<file path="src/hdl/icd_pkg.sv">
// Shared types, request codes and helper functions for the interrupt controller.
// No dependencies; every other file in this block but icd_if imports it.
package icd_pkg;

    localparam logic [3:0] REQ_WR_ENABLE  = 4'd0;
    localparam logic [3:0] REQ_WR_REQUEST = 4'd1;
    localparam logic [3:0] REQ_RAISE      = 4'd2;
    localparam logic [3:0] REQ_CLEAR      = 4'd3;
    localparam logic [3:0] REQ_EI         = 4'd4;
    localparam logic [3:0] REQ_RETI_EN    = 4'd5;
    localparam logic [3:0] REQ_DI         = 4'd6;
    localparam logic [3:0] REQ_INSTR_STEP = 4'd7;
    localparam logic [3:0] REQ_HALT_EXIT  = 4'd8;
    localparam logic [3:0] REQ_DISPATCH   = 4'd9;

    localparam logic       REQUEST_UNUSED_HIGH = 1'b1;
    localparam logic [7:0] REQUEST_HIGH_BITS   = 8'hE0;
    localparam logic [15:0] VECTOR_BASE        = 16'h0040;
    localparam logic [4:0] CYCLES_HALT         = 5'd24;
    localparam logic [4:0] CYCLES_NORMAL       = 5'd20;

    typedef enum logic [1:0] {
        MS_DISABLED = 2'd0,
        MS_DELAYED  = 2'd1,
        MS_ENABLED  = 2'd2
    } master_t;

    typedef struct packed {
        logic [3:0]  req_type;
        logic [7:0]  data_byte;
        logic [4:0]  flag_mask;
        logic [15:0] pc;
        logic [15:0] sp;
    } req_t;

    typedef struct packed {
        logic [7:0]  enable_read;
        logic [7:0]  request_read;
        logic [1:0]  master_state;
        logic        dispatched;
        logic [15:0] new_pc;
        logic [15:0] new_sp;
        logic [7:0]  push_hi_data;
        logic [7:0]  push_lo_data;
        logic [4:0]  cycle_count;
        logic [4:0]  served_mask;
        logic        dispatch_error;
    } rsp_t;

    typedef struct packed {
        logic [7:0] enable;
        logic [7:0] request;
        master_t    master;
        logic       halt;
    } state_t;

    function automatic logic [2:0] lowest_bit(input logic [4:0] pend);
        logic [2:0] idx;
        idx = 3'd4;
        for (int i = 3; i >= 0; i--)
        begin
            if (pend[i])
            begin
                idx = 3'(i);
            end
        end
        return idx;
    endfunction

    function automatic logic [7:0] request_view(input logic [7:0] value);
        return REQUEST_UNUSED_HIGH ? (value | REQUEST_HIGH_BITS) : value;
    endfunction

endpackage

</file>
<file path="src/hdl/icd_if.sv">
// Request and result channel interfaces of the interrupt controller.
// Depends on icd_pkg for nothing but field widths, which are written out here.
interface icd_req_if;
    logic        valid;
    logic        ready;
    logic [3:0]  req_type;
    logic [7:0]  data_byte;
    logic [4:0]  flag_mask;
    logic [15:0] pc;
    logic [15:0] sp;

    modport source (output valid, req_type, data_byte, flag_mask, pc, sp, input ready);
    modport sink   (input valid, req_type, data_byte, flag_mask, pc, sp, output ready);
endinterface

interface icd_rsp_if;
    logic        valid;
    logic        ready;
    logic [7:0]  enable_read;
    logic [7:0]  request_read;
    logic [1:0]  master_state;
    logic        dispatched;
    logic [15:0] new_pc;
    logic [15:0] new_sp;
    logic [7:0]  push_hi_data;
    logic [7:0]  push_lo_data;
    logic [4:0]  cycle_count;
    logic [4:0]  served_mask;
    logic        dispatch_error;

    modport source (output valid, enable_read, request_read, master_state, dispatched,
                    new_pc, new_sp, push_hi_data, push_lo_data, cycle_count,
                    served_mask, dispatch_error, input ready);
    modport sink   (input valid, enable_read, request_read, master_state, dispatched,
                    new_pc, new_sp, push_hi_data, push_lo_data, cycle_count,
                    served_mask, dispatch_error, output ready);
endinterface

</file>
<file path="src/hdl/interrupt_controller_dispatch.sv">
// Top level of the interrupt controller with dispatch.
// Depends on icd_pkg, the channel interfaces in icd_if and the icd_eval module.
//
// Requests arrive on the req channel and each one produces exactly one result
// on the rsp channel, in order. A request carries a kind code, a data byte,
// a request-flag mask and the CPU's current PC and SP; the result reports the
// enable and request registers and the master-enable state after the request,
// plus the vector, new SP, pushed bytes, cycle cost and served flag of a
// dispatch.
// A request is captured in an input register, evaluated combinationally
// against the controller state and stored in the result register, which
// presents it on the rsp channel. One request is accepted every cycle as long
// as the receiver takes results.
// When the receiver stalls, the result register holds its value and the input
// register keeps the next request; the req channel lowers ready only when both
// are full. State updates happen when a request moves into the result register.
// Reset clears the enable and request registers, the halt-exit marker and both
// valid flags, and sets the master enable to disabled.
module interrupt_controller_dispatch (
    input  logic         clk,
    input  logic         rst_n,
    icd_req_if.sink      req,
    icd_rsp_if.source    rsp
);
    import icd_pkg::*;

    req_t   in_reg;
    logic   in_valid_reg;
    rsp_t   out_reg;
    logic   out_valid_reg;
    state_t state_reg;
    state_t state_next;
    rsp_t   res_next;
    req_t   req_data;
    logic   advance;

    assign advance   = in_valid_reg && (!out_valid_reg || rsp.ready);
    assign req.ready = !in_valid_reg || advance;
    assign req_data  = '{req_type:  req.req_type,
                         data_byte: req.data_byte,
                         flag_mask: req.flag_mask,
                         pc:        req.pc,
                         sp:        req.sp};

    icd_eval u_eval (
        .st  (state_reg),
        .rq  (in_reg),
        .nxt (state_next),
        .res (res_next)
    );

    always_ff @(posedge clk or negedge rst_n)
    begin
        if (!rst_n)
        begin
            in_valid_reg  <= 1'b0;
            out_valid_reg <= 1'b0;
            state_reg     <= '{enable: 8'd0, request: 8'd0, master: MS_DISABLED, halt: 1'b0};
        end
        else
        begin
            if (req.ready)
            begin
                in_valid_reg <= req.valid;
            end
            if (advance)
            begin
                out_valid_reg <= 1'b1;
                state_reg     <= state_next;
            end
            else if (rsp.ready)
            begin
                out_valid_reg <= 1'b0;
            end
        end
    end

    always_ff @(posedge clk)
    begin
        if (req.valid && req.ready)
        begin
            in_reg <= req_data;
        end
        if (advance)
        begin
            out_reg <= res_next;
        end
    end

    assign rsp.valid          = out_valid_reg;
    assign rsp.enable_read    = out_reg.enable_read;
    assign rsp.request_read   = out_reg.request_read;
    assign rsp.master_state   = out_reg.master_state;
    assign rsp.dispatched     = out_reg.dispatched;
    assign rsp.new_pc         = out_reg.new_pc;
    assign rsp.new_sp         = out_reg.new_sp;
    assign rsp.push_hi_data   = out_reg.push_hi_data;
    assign rsp.push_lo_data   = out_reg.push_lo_data;
    assign rsp.cycle_count    = out_reg.cycle_count;
    assign rsp.served_mask    = out_reg.served_mask;
    assign rsp.dispatch_error = out_reg.dispatch_error;

endmodule

</file>
<file path="src/hdl/icd_eval.sv">
// Combinational evaluation of one request against the controller state.
// Depends on icd_pkg for types, request codes and the priority encoder.
module icd_eval (
    input  icd_pkg::state_t st,
    input  icd_pkg::req_t   rq,
    output icd_pkg::state_t nxt,
    output icd_pkg::rsp_t   res
);
    import icd_pkg::*;

    logic [4:0] pend;
    logic [4:0] pend2;
    logic [2:0] bit1;
    logic [2:0] bit2;
    logic [4:0] flag1;
    logic [4:0] flag2;
    logic [7:0] hi;
    logic [7:0] lo;

    assign hi    = rq.pc[15:8];
    assign lo    = rq.pc[7:0];
    assign pend  = st.enable[4:0] & st.request[4:0];
    assign pend2 = hi[4:0] & st.request[4:0];
    assign bit1  = lowest_bit(pend);
    assign bit2  = lowest_bit(pend2);
    assign flag1 = 5'd1 << bit1;
    assign flag2 = 5'd1 << bit2;

    always_comb
    begin
        nxt = st;
        res = '0;
        unique case (rq.req_type)
            REQ_WR_ENABLE:  nxt.enable = rq.data_byte;
            REQ_WR_REQUEST: nxt.request = request_view(rq.data_byte);
            REQ_RAISE:      nxt.request = st.request | {3'b000, rq.flag_mask};
            REQ_CLEAR:      nxt.request = st.request & ~{3'b000, rq.flag_mask};
            REQ_EI:
            begin
                if (st.master != MS_ENABLED)
                begin
                    nxt.master = MS_DELAYED;
                end
            end
            REQ_RETI_EN:    nxt.master = MS_ENABLED;
            REQ_DI:         nxt.master = MS_DISABLED;
            REQ_INSTR_STEP:
            begin
                if (st.master == MS_DELAYED)
                begin
                    nxt.master = MS_ENABLED;
                end
            end
            REQ_HALT_EXIT:  nxt.halt = 1'b1;
            REQ_DISPATCH:
            begin
                if (pend == 5'd0)
                begin
                    res.dispatch_error = 1'b1;
                end
                else
                begin
                    res.cycle_count  = st.halt ? CYCLES_HALT : CYCLES_NORMAL;
                    nxt.halt         = 1'b0;
                    nxt.master       = MS_DISABLED;
                    res.new_sp       = rq.sp - 16'd2;
                    res.push_hi_data = hi;
                    res.push_lo_data = lo;
                    res.dispatched   = 1'b1;
                    if (rq.sp == 16'd0)
                    begin
                        nxt.enable = hi;
                    end
                    else if (rq.sp == 16'd1)
                    begin
                        nxt.enable = lo;
                    end
                    if (rq.sp == 16'd0 && (flag1 & hi[4:0]) == 5'd0)
                    begin
                        if (pend2 != 5'd0)
                        begin
                            res.new_pc      = VECTOR_BASE + {10'd0, bit2, 3'd0};
                            nxt.request     = st.request & ~{3'b000, flag2};
                            res.served_mask = flag2;
                        end
                    end
                    else
                    begin
                        res.new_pc      = VECTOR_BASE + {10'd0, bit1, 3'd0};
                        nxt.request     = st.request & ~{3'b000, flag1};
                        res.served_mask = flag1;
                    end
                end
            end
            default: ;
        endcase
        res.enable_read  = nxt.enable;
        res.request_read = request_view(nxt.request);
        res.master_state = nxt.master;
    end

endmodule

</file>
<file path="src/flat_wrapper.sv">
// flat-port wrapper written by rule: the top's interface ports become plain ports
module interrupt_controller_dispatch_flat import icd_pkg::*;
  (clk, rst_n, req_valid, req_req_type, req_data_byte, req_flag_mask, req_pc, req_sp, req_ready, rsp_valid, rsp_enable_read, rsp_request_read, rsp_master_state, rsp_dispatched, rsp_new_pc, rsp_new_sp, rsp_push_hi_data, rsp_push_lo_data, rsp_cycle_count, rsp_served_mask, rsp_dispatch_error, rsp_ready);
  icd_req_if req_i ();
  icd_rsp_if rsp_i ();
  input  logic clk;
  input  logic rst_n;
  input wire logic [$bits(req_i.valid)-1:0] req_valid;
  input wire logic [$bits(req_i.req_type)-1:0] req_req_type;
  input wire logic [$bits(req_i.data_byte)-1:0] req_data_byte;
  input wire logic [$bits(req_i.flag_mask)-1:0] req_flag_mask;
  input wire logic [$bits(req_i.pc)-1:0] req_pc;
  input wire logic [$bits(req_i.sp)-1:0] req_sp;
  output wire logic [$bits(req_i.ready)-1:0] req_ready;
  output wire logic [$bits(rsp_i.valid)-1:0] rsp_valid;
  output wire logic [$bits(rsp_i.enable_read)-1:0] rsp_enable_read;
  output wire logic [$bits(rsp_i.request_read)-1:0] rsp_request_read;
  output wire logic [$bits(rsp_i.master_state)-1:0] rsp_master_state;
  output wire logic [$bits(rsp_i.dispatched)-1:0] rsp_dispatched;
  output wire logic [$bits(rsp_i.new_pc)-1:0] rsp_new_pc;
  output wire logic [$bits(rsp_i.new_sp)-1:0] rsp_new_sp;
  output wire logic [$bits(rsp_i.push_hi_data)-1:0] rsp_push_hi_data;
  output wire logic [$bits(rsp_i.push_lo_data)-1:0] rsp_push_lo_data;
  output wire logic [$bits(rsp_i.cycle_count)-1:0] rsp_cycle_count;
  output wire logic [$bits(rsp_i.served_mask)-1:0] rsp_served_mask;
  output wire logic [$bits(rsp_i.dispatch_error)-1:0] rsp_dispatch_error;
  input wire logic [$bits(rsp_i.ready)-1:0] rsp_ready;
  assign req_i.valid = req_valid;
  assign req_i.req_type = req_req_type;
  assign req_i.data_byte = req_data_byte;
  assign req_i.flag_mask = req_flag_mask;
  assign req_i.pc = req_pc;
  assign req_i.sp = req_sp;
  assign req_ready = req_i.ready;
  assign rsp_valid = rsp_i.valid;
  assign rsp_enable_read = rsp_i.enable_read;
  assign rsp_request_read = rsp_i.request_read;
  assign rsp_master_state = rsp_i.master_state;
  assign rsp_dispatched = rsp_i.dispatched;
  assign rsp_new_pc = rsp_i.new_pc;
  assign rsp_new_sp = rsp_i.new_sp;
  assign rsp_push_hi_data = rsp_i.push_hi_data;
  assign rsp_push_lo_data = rsp_i.push_lo_data;
  assign rsp_cycle_count = rsp_i.cycle_count;
  assign rsp_served_mask = rsp_i.served_mask;
  assign rsp_dispatch_error = rsp_i.dispatch_error;
  assign rsp_i.ready = rsp_ready;
  interrupt_controller_dispatch u_core (.clk(clk), .rst_n(rst_n), .req(req_i), .rsp(rsp_i));
endmodule
</file>
<file path="config.mk">
export PLATFORM = sky130hd
export DESIGN_NAME = interrupt_controller_dispatch_flat
export DESIGN_NICKNAME = d
export VERILOG_FILES = /design/src/hdl/icd_pkg.sv /design/src/hdl/icd_if.sv /design/src/hdl/interrupt_controller_dispatch.sv /design/src/hdl/icd_eval.sv /design/src/flat_wrapper.sv
export SDC_FILE = /design/constraint.sdc
export NUM_CORES = 1
export LEC_CHECK = 0
export ABC_CLOCK_PERIOD_IN_PS = 3000
export BUFFER_PORTS_ARGS = -buffer_cell sky130_fd_sc_hd__buf_2
export CELL_PAD_IN_SITES_DETAIL_PLACEMENT = 0
export CELL_PAD_IN_SITES_GLOBAL_PLACEMENT = 2
export CORE_MARGIN = 10
export CORE_UTILIZATION = 35
export CTS_BUF_LIST = sky130_fd_sc_hd__clkbuf_4
export DETAILED_ROUTE_END_ITERATION = 8
export HOLD_SLACK_MARGIN = 0.03
export PLACE_DENSITY = 0.74
export SYNTH_ARGS = -nofsm -noshare
export SYNTH_HDL_FRONTEND = slang
export SYNTH_HIERARCHICAL = 1
export SYNTH_SLANG_ARGS = --single-unit
</file>
<file path="constraint.sdc">
create_clock -name clk -period 3 [get_ports clk]
set_input_delay 0.15 -clock clk [delete_from_list [all_inputs] [get_ports clk]]
set_output_delay 0.15 -clock clk [all_outputs]
set_load 0.02 [all_outputs]
</file>
==> summary.md <==
| Metric | Value |
|---|---|
| Max clock buf depth | 2 |
| PortBufs | 132 |
| Leakage | 0.00320 uW |
| Vias per cell | 4.66 |
| Post-DP Area | 7060 um2 |
| Post-route DRC | 0 |
| Worst-path clk slew | 0.13 ns |
| Global-route wire length before repair | 24.0 mm |
| Placer Congestion | 0.831 |
| Final HPWL DP | 10.8 mm |
| Syn Inst Count | 435 |
| Area Growth Syn to Fin | 28.1% |
| H-tree depth | 4 |
| 1st-pass router iterations | 4 |
| Initial antenna violation count | 1 |
| Worst EP arrival | 3.42 ns |
| Fraction of layout cells with a size suffix above 1 | 0.344 |
| Critical-path top delay cell | or4_4 |
| Initial Util | 0.357 |
| Root buffer cell | clkbuf_4 |
| Pin count of the biggest net entering global routing | 53 |
| Fin area | 7950 um2 |
| Remaining antenna violation count after routing | 0 |
| Synthesized area | 6200 um2 |
| Hold WC Path Type | in -> async |
| CP Class | reg -> reg |
| Initial DRC Count | 213 |
| Max FFs per register | 49 |
| Final clock period utilization by the worst path | 0.989 |
| Placement Rows | 48 |
| RSZ-0062 raised after global routing | yes |
| Fin. max-slew vios | 0 |
| Period minus WS final | 2.97 ns |
| Routed vias | 4,053 |
| Peak VDD IR | 0.306 mV |
| Clk sinks | 145 |
| Setup-failing EPs final | 0 |
| Max Cap Violations | 0 |
| Post-Syn Area per Cell | 14.3 um2 |
| Die Y | 153 um |
| Clk_skew | 0.0188 ns |
| Remaining Overflow, GRT | 0 |
| Total GRT Usage | 0.132 |
| Critical Path Sink Type | register |
| P per Cell Area | 668 nW/um2 |
| Final hold vios | 0 |
| Die area | 23,400 um2 |
| Fmax | 0.337 GHz |
| Total CTS buffers | 17 |
| Crit-path max cell delay | 0.56 ns |
| Routed WL per cell | 17.7 um |
| Req. time, crit path | 3.45 ns |
| Final net count | 684 |
| I/O pin count | 133 |
| Die W | 153 um |
| Routed wire length | 15.4 mm |
| Vias in the first global route | 4,282 |
| CP startpoint kind | register |
| Worst slack, placed | -0.0482 ns |
| Worst-margin pin slew | 0.676 ns |
| Worst setup margin | 0.0345 ns |
| Status | completed |
| Critical path, cell by cell | or4_4 > or3_4 > or4_4 > nor3_4 > mux2_4 > a31o_1 > mux2_4 |
| Core footprint | 17,400 um2 |
| CTS tree | done |
| Slew headroom | 0.548 |
| Worst skew pair latency | 0.55 ns |
| Warnings from Yosys | 6 |
| CP Max Fanout | 4 |
==> worst paths after layout <==
kind	startpoint	end	slack (ns)	cells past startpoint
worst max-delay path	u_core/in_reg[11]	u_core/state_reg[6]	0.03	7
worst max register to register	u_core/in_reg[11]	u_core/state_reg[6]	0.03	7
min in group clk	req_flag_mask[2]	u_core/in_reg[34]	0.30	2
worst min-delay path	rst_n	u_core/state_reg[1]	0.09	2
worst min register to register	u_core/in_valid_reg	u_core/rsp.valid	0.53	1
max in group asynchronous	rst_n	u_core/state_reg[12]	2.54	2
==> layout by cell type, fill, tap and decap left out, types with 6 or more instances in the layout <==
cell and count:
conb_1 17, nor3_1 7, edfxtp_1 127, and2_1 22, a22oi_1 6, mux2_4 17
nand2_1 26, nand2b_1 7, dfrtp_1 18, a221o_1 7, o21ai_0 6, mux2i_1 10
xnor2_1 10, nor2_1 40, buf_2 132, a21oi_1 14, buf_4 24, clkbuf_4 18
dlygate4sd3_1 53, nand3_1 7
==> routing by layer <==
| metal | up-vias | track usage | part of all wire |
|---|---|---|---|
| li1 | 1948 | - | - |
| met1 | 1971 | 0.159 | 0.43 |
| met2 | 119 | 0.215 | 0.50 |
| met3 | 15 | 0.0412 | 0.057 |
| met4 | 0 | 0.0509 | 0.013 |
| met5 | - | 0 | 0 |
==> worst max-delay path, delay by kind of cell (launching register included) <==
family	cells	cell delay (ns)
AND/OR/NAND/NOR	4	1.68
multiplexers	2	0.60
flip-flops	1	0.41
AO/OA/AOI/OAI	1	0.19
==> cell type report <==
type | instances | area, um2
Fill cell | 1635 | 9410
Sequential cell | 145 | 4260
Multi-Input combinational cell | 250 | 1690
Timing Repair Buffer | 210 | 1380
Tap cell | 225 | 282
Clock inverter | 14 | 166
Clock buffer | 18 | 135
Inverter | 6 | 23.8
Antenna cell | 1 | 2.50
==> power by group <==
part	total [uW]	internal [uW]	switching (uW)
combinational	1300	577	718
clock	1300	581	723
sequential	2710	2510	199
total	5310	3670	1640
==> what timing repair did <==
item / 4_1_cts / 5_1_grt
resized for setup: 5 / 2
hold buffers: 53 / 0
endpoints found under the hold margin: 69 / 0
setup endpoints to repair: 8 / 14
cloned: 0 / 0
pin swaps: 3 / 1
buffers inserted: 1 / 1
==> metrics by stage <==
stage                     hold WS, ns  total power, uW  std cells  TNS (ns)  utilization
final                          0.0896             5310        869         0        0.458
after global routing           0.0913             5600        869   -0.0601        0.458
after detailed placement        0.157             3970        781   -0.0930        0.407
after global placement          0.147             3950        781    -0.252        0.407
after floorplan                -0.146             3650        450    -0.127            -
after CTS                      0.0523             5380        867   -0.0674        0.457
Note: power is estimated with default switching activity, not from simulation.
